File: src/sv/glt_pkg.sv
// Shared types and constants for the glyph text layout engine.
package glt_pkg;

    localparam int MODE_W    = 2;
    localparam int CODE_W    = 16;
    localparam int POS_W     = 16;
    localparam int CFG_W     = 8;
    localparam int CFG_IDX_W = 2;
    localparam int SRC_X_W   = 16;
    localparam int SRC_Y_W   = 20;

    // Item modes.
    localparam logic [MODE_W-1:0] MODE_RESTART = 2'd0;
    localparam logic [MODE_W-1:0] MODE_ENTRY   = 2'd1;
    localparam logic [MODE_W-1:0] MODE_BEGIN   = 2'd2;
    localparam logic [MODE_W-1:0] MODE_CHAR    = 2'd3;

    // Configuration register indexes.
    localparam logic [CFG_IDX_W-1:0] REG_TILE_WIDTH    = 2'd0;
    localparam logic [CFG_IDX_W-1:0] REG_TILE_HEIGHT   = 2'd1;
    localparam logic [CFG_IDX_W-1:0] REG_ATLAS_COLUMNS = 2'd2;

    localparam logic [CFG_W-1:0] RST_TILE_WIDTH    = 8'd8;
    localparam logic [CFG_W-1:0] RST_TILE_HEIGHT   = 8'd8;
    localparam logic [CFG_W-1:0] RST_ATLAS_COLUMNS = 8'd16;

    // Character codes with special handling.
    localparam logic [CODE_W-1:0] CH_NUL     = 16'h0000;
    localparam logic [CODE_W-1:0] CH_TAB     = 16'h0009;
    localparam logic [CODE_W-1:0] CH_NEWLINE = 16'h000A;
    localparam logic [CODE_W-1:0] CH_SPACE   = 16'h0020;
    localparam logic [CODE_W-1:0] CH_NONE    = 16'hFFFF;

    // Lowercase ranges folded to uppercase.
    localparam logic [CODE_W-1:0] LATIN_LO    = 16'h0061;
    localparam logic [CODE_W-1:0] LATIN_HI    = 16'h007A;
    localparam logic [CODE_W-1:0] CYRIL_LO    = 16'h0430;
    localparam logic [CODE_W-1:0] CYRIL_HI    = 16'h044F;
    localparam logic [CODE_W-1:0] FOLD_OFFSET = 16'h0020;

    typedef struct packed {
        logic accept;
        logic clr_we;
        logic div_load;
        logic div_step;
        logic mul;
        logic out_load;
    } t_cmd;

    typedef struct packed {
        logic clr_last;
        logic glyph_item;
    } t_sts;

endpackage

File: src/sv/glt_ctrl.sv
// Sequencing state machine for the glyph text layout engine.
module glt_ctrl
    import glt_pkg::*;
#(
    parameter int DIV_CYCLES = 3
) (
    input  logic i_clk,
    input  logic i_rst_n,
    input  logic i_in_valid,
    output logic o_in_ready,
    input  logic i_out_ready,
    output logic o_out_valid,
    input  t_sts i_sts,
    output t_cmd o_cmd
);

    localparam int CW = (DIV_CYCLES > 1) ? $clog2(DIV_CYCLES) : 1;

    typedef enum logic [5:0] {
        S_CLEAR = 6'b000001,
        S_IDLE  = 6'b000010,
        S_READ  = 6'b000100,
        S_DIV   = 6'b001000,
        S_MUL   = 6'b010000,
        S_DONE  = 6'b100000
    } t_state;

    t_state          r_state, n_state;
    logic [CW-1:0]   r_div_cnt, n_div_cnt;
    logic            r_out_valid, n_out_valid;
    logic            w_slot_free;

    assign w_slot_free = !r_out_valid || i_out_ready;
    assign o_in_ready  = (r_state == S_IDLE);
    assign o_out_valid = r_out_valid;

    always_comb begin
        n_state   = r_state;
        n_div_cnt = r_div_cnt;
        o_cmd     = '0;
        unique case (r_state)
            S_CLEAR: begin
                o_cmd.clr_we = 1'b1;
                if (i_sts.clr_last) begin
                    n_state = S_IDLE;
                end
            end
            S_IDLE: begin
                if (i_in_valid) begin
                    o_cmd.accept = 1'b1;
                    n_state      = i_sts.glyph_item ? S_READ : S_DONE;
                end
            end
            S_READ: begin
                o_cmd.div_load = 1'b1;
                n_div_cnt      = CW'(DIV_CYCLES - 1);
                n_state        = S_DIV;
            end
            S_DIV: begin
                o_cmd.div_step = 1'b1;
                if (r_div_cnt == '0) begin
                    n_state = S_MUL;
                end else begin
                    n_div_cnt = r_div_cnt - 1'b1;
                end
            end
            S_MUL: begin
                o_cmd.mul = 1'b1;
                n_state   = S_DONE;
            end
            S_DONE: begin
                if (w_slot_free) begin
                    o_cmd.out_load = 1'b1;
                    n_state        = S_IDLE;
                end
            end
            default: n_state = S_CLEAR;
        endcase
    end

    always_comb begin
        n_out_valid = r_out_valid;
        if (o_cmd.out_load) begin
            n_out_valid = 1'b1;
        end else if (i_out_ready) begin
            n_out_valid = 1'b0;
        end
    end

    always_ff @(posedge i_clk) begin
        if (!i_rst_n) begin
            r_state     <= S_CLEAR;
            r_div_cnt   <= '0;
            r_out_valid <= 1'b0;
        end else begin
            r_state     <= n_state;
            r_div_cnt   <= n_div_cnt;
            r_out_valid <= n_out_valid;
        end
    end

endmodule

File: config.mk
export PLATFORM = sky130hd
export DESIGN_NAME = glt_ctrl
export DESIGN_NICKNAME = d
export VERILOG_FILES = /design/src/sv/glt_pkg.sv /design/src/sv/glt_ctrl.sv
export SDC_FILE = /design/constraint.sdc
export NUM_CORES = 1
export LEC_CHECK = 0
export BUFFER_PORTS_ARGS = -buffer_cell sky130_fd_sc_hd__buf_2
export CAP_MARGIN = 5
export CORE_AREA = 5 5 42 44
export CTS_BUF_LIST = sky130_fd_sc_hd__clkbuf_16
export CTS_CLUSTER_DIAMETER = 200
export CTS_CLUSTER_SIZE = 16
export DETAILED_ROUTE_END_ITERATION = 8
export DIE_AREA = 0 0 47 49
export GPL_TIMING_DRIVEN = 1
export PLACE_DENSITY_LB_ADDON = 0.12
export SLEW_MARGIN = 20
export SYNTH_ARGS = -nofsm -noshare
export SYNTH_HDL_FRONTEND = slang
export SYNTH_SLANG_ARGS = --single-unit
export TNS_END_PERCENT = 30
File: constraint.sdc
create_clock -name i_clk -period 1.7 [get_ports i_clk]
set_input_delay 0.34 -clock i_clk [delete_from_list [all_inputs] [get_ports i_clk]]
set_output_delay 0.34 -clock i_clk [all_outputs]
set_load 0.05 [all_outputs]
# After elaboration in Yosys (flattened, before gate mapping)
# Index checks and enable logic that the tools add are counted.
# op_classes
addsub	1
eq_ne	11
n_mux	18
n_reduce_logical	7
# op_table
op	n
6-bit case mux with 6 select lines	1
6-bit two-way mux	5
1-bit two-way mux	10
2-bit != test (second input constant)	5
6-bit by 1-bit equality test with 1-bit output (second input constant)	1
6-bit by 2-bit equality test with 1-bit output (second input constant)	1
6-bit by 3-bit equality test with 1-bit output (second input constant)	1
6-bit by 4-bit equality test with 1-bit output (second input constant)	1
6-bit by 5-bit equality test with 1-bit output (second input constant)	1
6-bit equality test (second input constant)	1
2-bit case mux with 2 select lines	1
4-bit AND reduction	1
2-bit nonzero test	2
2-bit zero test	1
2-bit two-way mux	1
2-bit AND reduction	1
2-bit by 1-bit subtractor with 2-bit output (second input constant)	1
1-bit zero test	1
1-bit logical OR	1
# totals
register_bits	9
input_bits	6
output_inout_bits	8
elab_cells	40

# Logic depth before layout (Yosys ltp)
# Gate-level depths: netlist of run 1.
# depth
depth_word	5
ltp_mapped	6

# Worst setup path before layout of run 1
# No wires, ideal clock.
# synth_timing
kind	reg2out
start	register r_state[0]
end	output port o_cmd[1] in the netlist's numbering
arrival_time_ns	2.096
required_ns	1.360
path_slack_ns	-0.736
path_stages_with_launch	3
path_buffers	0
path_cell_list	dfxtp_1 -> or4_4 -> nor3b_1
# synth_rtl
item	line_no	source
start, declared	glt_ctrl.sv:28	t_state r_state, n_state;
start signal, assigned	glt_ctrl.sv:96	r_state <= n_state;
end, declared	glt_ctrl.sv:14	output t_cmd o_cmd

# Worst setup path in the final report of run 1
# layout_timing
start	register r_state[0]
end	register r_div_cnt[0]
# layout_via
elab_chain_len	3
# layout_lines
item	line_no	source
6-bit by 4-bit equality test with 1-bit output / 6-bit by 3-bit equality test with 1-bit output (equally long branches)	glt_ctrl.sv:41	unique case (r_state)
2-bit != test (no line) / 2-bit nonzero test (equally long branches)	n/a	
2-bit AND reduction (no line)	n/a	
end signal, assigned	glt_ctrl.sv:97	r_div_cnt <= n_div_cnt;
end, declared	glt_ctrl.sv:29	logic [CW-1:0] r_div_cnt, n_div_cnt;
# Several ways; a longest one is shown, not always the timed one.
# A chain may end at the register's enable or synchronous reset.

==> results.txt, run 1 <==
----------------------------------------------------
[Worst setup path]
  Worst setup path startpoint ... r_state[0]$_SDFFE_PN1P_
  Data arrival time of the worst path ... 2.02 ns
  Critical path required time ... 1.83 ns
  Kind of critical path ... reg -> reg
  Sort of element at the start of the critical path ... flop
  Slowest library cell on the worst path ... sky130_fd_sc_hd__or4_4
  Highest cell delay on the worst timing path ... 0.57 ns
  Worst reg-to-reg path cell count ... 5
  Endpoint type of the worst setup path ... flop
  Maximum fanout along the worst path ... 3
  Chain of cells forming the critical path ... or4_4, buf_4, or3_4, and3_4, o21a_1
  Worst flop-to-flop path startpoint ... r_state[0]$_SDFFE_PN1P_

[Synthesis]
  Unique masters post-synth ... 35
  Simple-gate portion of the synthesized area ... 38.17%
  Xor and xnor fraction of the mapped netlist area ... 1.639%
  Compound-cell area share of the yosys netlist ... 16.16%
  Number of warnings printed during yosys synthesis ... 0
  Synthesized flop and latch total ... 9
  Post-synthesis cell area ... 534.3 µm²
  Main combinational cell family by area after synthesis ... simple AND/OR/NAND/NOR gates
  Cell count after synthesis ... 66
  Sequential share of the synthesized area ... 33.72%
  Fraction of the mapped netlist area in adder cells ... 2.342%
  Mapped Nets ... 73
  Post-synthesis mux area share ... 0%
  Average instance area after synthesis ... 8.095 µm²

[Route]
  Routed vias/inst ... 5.291
  DR pass1 iterations ... 4
  Total wirelength of the detailed-routed design ... 1766 µm
  Detailed Route Iter0 Violations ... 14
  ANT nets after route ... 0
  Average wire per cell in the routed design ... 15.09 µm
  Overall via count from detail_route ... 619
  Number of design rule violations left after detail routing ... 0

[Clocking]
  Number of buffers created by CTS ... 3
  Cell at the root of the clock tree ... sky130_fd_sc_hd__clkbuf_16
  H-tree depth ... 1
  Maximum clock path buffer count ... 2
  Clock latency of the later-clocked register in the worst-skew pair ... 0.24 ns
  Clock net sink count ... 9
  Clock tree from TritonCTS ... done
  Clock slew at reported path FFs ... 0.04 ns

[Run status]
  Result of the run ... finished with violations
  Failing checks ... negative setup slack

[Timing]
  Minimum clock period after layout ... 1.886 ns
  Max Clk Rate ... 0.5303 GHz
  RSZ-0062 raised after global routing ... yes
  Setup ws final ... -0.1857 ns
  Pins Over Slew Limit ... 0
  Period utilization ... 110.9%
  Final hold vios ... 0
  Worst clock skew ... 0.005960 ns
  Worst slew pin tran ... 0.3391 ns
  Setup total negative slack ... -0.8422 ns
  Count of endpoints failing setup in the final report ... 10
  Post-route worst hold slack ... 0.3753 ns
  Worst slew margin ... 77.20%

[Job]
  # Max-Cap Violations ... 0

[Floorplan]
  Die outline width ... 47 µm
  CORE AREA ... 1401 µm²
  Die height ... 49 µm
  Floorplan die area ... 2303 µm²
  Initial core utilization ... 38.12%
  Ports ... 14
  Standard-cell rows ... 14

[Final layout]
  Util after Layout ... 71.16%
  Fraction of final layout cells sized beyond drive strength 1 ... 60.40%
  Post-route insts no fill ... 117
  Post-route cell area ... 997.2 µm²
  Synth-to-layout area growth ... 86.65%
  Most common cell after layout, fill and taps aside ... sky130_fd_sc_hd__buf_4
  Antenna cells ... 0
  Final #Nets ... 109
  Highest-count cells in the layout ignoring fill and taps ... sky130_fd_sc_hd__buf_4 (19), sky130_fd_sc_hd__buf_6 (7), sky130_fd_sc_hd__buf_2 (6)

[Min path]
  Tightest Hold Check Type ... in -> reg
  Count of cells along the worst hold path ... 2
  Launch instance of the worst min-delay path ... i_sts[0]

[Global routing]
  Global-route wire length before repair ... 2925 µm
  Residual overflow from global routing ... 0
  Via count of the first global-routing pass ... 622
  Largest net degree at the start of global routing ... 9
  Tot GR Track Use ... 17.62%
  Initial antenna violation count ... 0

[Place]
  Placement Cell Area ... 753.2 µm²
  Sum of net half-perimeters after detailed placement ... 1087 µm
  Routability Congestion ... 0.7869
  Number of cells in the design after placement ... 108
  Worst-case setup slack after placement ... -0.01512 ns
  Count of input and output buffers ... 13

[Power]
  Power density relative to cell area ... 789.0 nW/µm²
  Peak ir drop on the vdd network ... 0.6153 mV
  Total Power ... 0.7868 mW
  Pleak ... 0.4446 nW

----------------------------------------------------
[where the power goes]
group | internal (mW) | switching, mW | total (mW) | leakage, nW
registers | 0.217 | 0.00549 | 0.223 | 0.0749
clock network | 0.311 | 0.111 | 0.422 | 0.0409
logic | 0.0662 | 0.0755 | 0.142 | 0.329
[cell usage after synthesis]
library cell               n  share of area, %
sky130_fd_sc_hd__a21boi_0  1               1.4
sky130_fd_sc_hd__nor4_1    1               1.2
sky130_fd_sc_hd__ha_1      1               2.3
sky130_fd_sc_hd__and2_1    2               2.3
sky130_fd_sc_hd__nand2_1   4               2.8
sky130_fd_sc_hd__and4_1    1               1.6
sky130_fd_sc_hd__or2b_1    1               1.4
sky130_fd_sc_hd__a31oi_1   1               1.2
sky130_fd_sc_hd__nor2_1    5               3.5
sky130_fd_sc_hd__buf_2     1              0.94
sky130_fd_sc_hd__a211oi_1  1               1.4
sky130_fd_sc_hd__o22ai_1   1               1.2
sky130_fd_sc_hd__nand3b_1  1               1.4
sky130_fd_sc_hd__nor4b_1   2               3.3
sky130_fd_sc_hd__nand3_1   2               1.9
sky130_fd_sc_hd__clkbuf_1  2               1.4
sky130_fd_sc_hd__xnor2_1   1               1.6
sky130_fd_sc_hd__dfxtp_1   9                34
sky130_fd_sc_hd__and3_4    1               2.1
sky130_fd_sc_hd__nor3_1    4               3.7
sky130_fd_sc_hd__o31ai_1   2               2.8
sky130_fd_sc_hd__a21oi_1   1              0.94
sky130_fd_sc_hd__a31o_2    1               1.6
sky130_fd_sc_hd__nand2b_1  1               1.2
sky130_fd_sc_hd__or4_1     1               1.4
sky130_fd_sc_hd__or3_4     1               2.1
sky130_fd_sc_hd__nor3b_1   1               1.4
sky130_fd_sc_hd__o311a_1   1               1.9
sky130_fd_sc_hd__nor2b_1   3               3.5
sky130_fd_sc_hd__o21a_1    2               2.8
sky130_fd_sc_hd__buf_4     1               1.4
sky130_fd_sc_hd__and3_1    1               1.2
sky130_fd_sc_hd__inv_1     6               4.2
sky130_fd_sc_hd__or4_4     1               2.1
sky130_fd_sc_hd__o21ai_0   1              0.94
[flip-flops by register name (all words and copies together), names as in the netlist]
signal / flops
o_out_valid: 1
r_div_cnt: 2
r_state: 6
[repair_timing]
action                                  CTS  global route
endpoints found under the hold margin     0             0
hold buffers                              0             0
endpoints found under the setup margin    8            12
gates resized for setup                  23            16
buffers inserted                          2             3
pin swaps                                 4             7
cloned                                    0             0
[cell families after synthesis]
group / after synthesis
and+or+nand+nor: 33
AOI/OAI and AO/OA: 12
buffers and inverters: 10
DFF: 9
xor gates and xnor gates: 1
adders and majority gates: 1
[worst max-delay path: cells and delay by family, from the launching register on]
kind	cells	cell delay (ns)
simple gates	3	1.12
compound gates	1	0.17
buf+inv	1	0.16
flops	1	0.32
[worst paths after layout]
kind | end | slack (ns)
worst min register to register | r_div_cnt[1]$_SDFFE_PN0P_ | 0.51
worst max register to register | r_div_cnt[0]$_SDFFE_PN0P_ | -0.19
worst min-delay path | r_state[2]$_SDFFE_PN0P_ | 0.38
worst max-delay path | r_div_cnt[0]$_SDFFE_PN0P_ | -0.19
[final cells by class]
type,count,area (µm²)
inverters,6,26.28
clock buffers,3,75.07
well taps,16,20.02
flip-flops and latches,9,188.9
clock inverters,1,5.005
fillers,111,404.1
multi-input cells,47,385.4
repair buffers,35,296.5
[per-layer routing]
layer / wire (µm) / track usage (%)
met2: 908 / 27.83
met5: 0 / 0
met1: 727 / 21.81
met3: 104 / 3.690
met4: 26 / 8.295
No activity file was read; power rests on OpenSTA's default activity.
==> run 2, diff against run 1 <==
--- a/config.mk
+++ b/config.mk
@@ -6,7 +6,7 @@
 export NUM_CORES = 1
 export LEC_CHECK = 0
 export BUFFER_PORTS_ARGS = -buffer_cell sky130_fd_sc_hd__buf_2
-export CAP_MARGIN = 5
+export CAP_MARGIN = 20
 export CORE_AREA = 5 5 42 44
 export CTS_BUF_LIST = sky130_fd_sc_hd__clkbuf_16
 export CTS_CLUSTER_DIAMETER = 200
@@ -15,6 +15,7 @@
 export DIE_AREA = 0 0 47 49
 export GPL_TIMING_DRIVEN = 1
 export PLACE_DENSITY_LB_ADDON = 0.12
+export SKIP_LAST_GASP = 1
 export SLEW_MARGIN = 20
 export SYNTH_ARGS = -nofsm -noshare
 export SYNTH_HDL_FRONTEND = slang
==> constraint.sdc (replaced) <==
create_clock -name i_clk -period 1.9 [get_ports i_clk]
set_input_delay 0.38 -clock i_clk [delete_from_list [all_inputs] [get_ports i_clk]]
set_output_delay 0.38 -clock i_clk [all_outputs]
set_load 0.05 [all_outputs]
==> results.txt, run 2 (synthesis results as in run 1) <==
----------------------------------------------------
[Run status]
  Result of the run ... finished with violations
  Failing checks ... negative setup slack

[Min path]
  Tightest Hold Check Type ... in -> reg
  Launch instance of the worst min-delay path ... i_sts[0]

[Final layout]
  Max reg flops ... 6 (unchanged)
  Final #Nets ... 98 (-10%)
  Post-route cell area ... 835.8 µm² (-16%)
  Highest-count cells in the layout ignoring fill and taps ... sky130_fd_sc_hd__buf_4 (12), sky130_fd_sc_hd__dfxtp_1 (9), sky130_fd_sc_hd__buf_2 (7)
  Fraction of final layout cells sized beyond drive strength 1 ... 42.22% (-18 points)
  Final-layout fill cell count ... 141 (+27%)
  Most common cell after layout, fill and taps aside ... sky130_fd_sc_hd__buf_4
  Antenna cells ... 0 (unchanged)
  Synth-to-layout area growth ... 56.44%
  Largest register by flop count ... r_state

[Route]
  ANT nets after route ... 0 (unchanged)
  Routed vias/inst ... 5.292 (about the same)
  Average wire per cell in the routed design ... 14.40 µm (-4.6%)
  Total wirelength of the detailed-routed design ... 1526 µm (-14%)
  Detailed Route Iter0 Violations ... 8 (-6)
  Number of design rule violations left after detail routing ... 0 (unchanged)
  DR pass1 iterations ... 4 (unchanged)
  Overall via count from detail_route ... 561 (-9.4%)

[Floorplan]
  Floorplan die area ... 2303 µm² (unchanged)
  Die outline width ... 47 µm (unchanged)
  CORE AREA ... 1401 µm² (unchanged)
  Standard-cell rows ... 14 (unchanged)
  Ports ... 14 (unchanged)
  Die height ... 49 µm (unchanged)
  Initial core utilization ... 38.12% (unchanged)

[Clocking]
  Number of buffers created by CTS ... 3 (unchanged)
  Clock tree from TritonCTS ... done
  Clock net sink count ... 9 (unchanged)
  Cell at the root of the clock tree ... sky130_fd_sc_hd__clkbuf_16
  Clock latency of the later-clocked register in the worst-skew pair ... 0.23 ns (about the same)
  Clock slew at reported path FFs ... 0.04 ns (about the same)
  H-tree depth ... 1 (unchanged)
  Maximum clock path buffer count ... 2 (unchanged)
  CTS Hold Bufs ... 0 (unchanged)

[Global routing]
  Global-route wire length before repair ... 2283 µm (-22%)
  Largest net degree at the start of global routing ... 9 (unchanged)
  Initial antenna violation count ... 0 (unchanged)
  Via count of the first global-routing pass ... 527 (-15%)
  Tot GR Track Use ... 13.55% (-4.1 points)
  Residual overflow from global routing ... 0 (unchanged)

[Worst setup path]
  Kind of critical path ... reg -> out
  Sort of element at the start of the critical path ... flop
  Data arrival time of the worst path ... 1.56 ns (-0.46 ns)
  Maximum fanout along the worst path ... 2 (-1)
  Endpoint type of the worst setup path ... output port
  Critical path required time ... 1.52 ns (-0.31 ns)
  Worst setup path startpoint ... r_state[4]$_SDFFE_PN0P_
  Worst flop-to-flop path startpoint ... r_state[5]$_SDFFE_PN0P_

[Power]
  Internal Power ... 0.5047 mW (-15%)
  Power share of the combinational group ... 13.0% (-5.0 points)
  Part of the power in registers ... 30.7% (+2.4 points)
  Peak ir drop on the vdd network ... 0.5306 mV (-14%)
  Power density relative to cell area ... 783.7 nW/µm² (-0.68%)
  Proportion of power drawn by the clock network ... 56.3% (+2.6 points)
  Pleak ... 0.3772 nW (-15%)
  Switching share of total power ... 22.95% (-1.5 points)
  Switching component of the power ... 0.1503 mW (-22%)

[Timing]
  Minimum clock period after layout ... 1.942 ns
  Worst clock skew ... 0.001782 ns (-0.004177 ns)
  Setup ws final ... -0.04165 ns (+0.1441 ns)
  RSZ-0062 raised after global routing ... yes
  Worst slew margin ... 74.73% (-2.5 points)
  Max Clk Rate ... 0.5150 GHz
  Count of endpoints failing setup in the final report ... 4 (-6)
  Pins Over Slew Limit ... 0 (unchanged)
  Setup total negative slack ... -0.1076 ns (+0.7346 ns)
  Final hold vios ... 0 (unchanged)
  Period utilization ... 102.2%
  Worst slew pin tran ... 0.3738 ns (+0.03464 ns)

[Place]
  Count of input and output buffers ... 13 (unchanged)
  Placement Cell Area ... 670.6 µm² (-11%)
  Sum of net half-perimeters after detailed placement ... 994.6 µm (-8.5%)
  Routability Congestion ... 0.7640 (-2.9%)

[Job]
  # Max-Cap Violations ... 0 (unchanged)

----------------------------------------------------
## run 2: cell count changes in the layout (fill, tap and decap cells not counted), sizes merged
cell | before | now
buf | 35 | 24
clkinv | 1 | 0
inv | 5 | 6
## run 2: worst max-delay path: stages (launching register included)
cell and delay, ns:
sky130_fd_sc_hd__dfxtp_1 0.32, sky130_fd_sc_hd__nor4_2 0.28, sky130_fd_sc_hd__buf_4 0.15, sky130_fd_sc_hd__nand3b_1 0.16, sky130_fd_sc_hd__clkinvlp_4 0.13, sky130_fd_sc_hd__and2_4 0.15, sky130_fd_sc_hd__buf_8 0.14
## run 2: what timing repair did
action,4_1_cts,5_1_grt
pin swaps,2,0
gates resized for setup,12,5
buffers inserted,3,0
setup endpoints to repair,6,7
gates cloned,0,0
## run 2: area by class of cell
| cell class | instances | area (µm²) | area share, % |
|---|---|---|---|
| multi-input cells | 47 | 345.3 | 41.32 |
| repair buffers | 24 | 185.2 | 22.16 |
| flip-flops and latches | 9 | 180.2 | 21.56 |
| clock buffers | 3 | 75.07 | 8.982 |
| inverters | 6 | 26.28 | 3.144 |
| well taps | 16 | 20.02 | 2.395 |
| clock inverters | 1 | 3.754 | 0.4491 |
## run 2: metal layers
metal	track usage (%)	up-vias	wire (µm)	part of all wire, %
met3	3.690	4	81	5.3
met2	20.81	14	781	51
met1	17.26	259	637	42
met4	5.530	0	26	1.7
met5	0	-	0	0
li1	-	284	-	-
## run 2: through the flow
stage                     hold WS, ns  worst slack [ns]  power, mW  utilization [%]  std cells
after global placement         0.4974            0.1342     0.2815            47.86         99
after global routing           0.4092          -0.09274     0.6858            59.64        106
after CTS                      0.3876          -0.03394     0.6558            58.13        106
after floorplan                0.4846          -0.06312     0.2581                -         66
after detailed placement       0.5095           0.08638     0.2812            47.86         99
final                          0.3922          -0.04165     0.6550            59.64        106
## run 2: final timing paths
| path | slack [ns] | cells past startpoint | end |
|---|---|---|---|
| worst max-delay path | -0.04 | 6 | o_cmd[5] |
| worst min-delay path | 0.39 | 2 | r_state[2]$_SDFFE_PN0P_ |
| worst max register to register | 0.10 | 5 | r_state[2]$_SDFFE_PN0P_ |
| worst min register to register | 0.52 | 1 | r_div_cnt[1]$_SDFFE_PN0P_ |
## run 2: power groups by stage
| stage | Clock (mW) | Sequential (mW) | Combinational [mW] |
|---|---|---|---|
| 5_1_grt | 0.390 | 0.201 | 0.0947 |
| 6_report | 0.369 | 0.201 | 0.0849 |
| 4_1_cts | 0.372 | 0.201 | 0.0834 |
| 3_5_place_dp | 0 | 0.204 | 0.0774 |
| 3_3_place_gp | 0 | 0.204 | 0.0771 |
| 2_1_floorplan | 0 | 0.202 | 0.0560 |
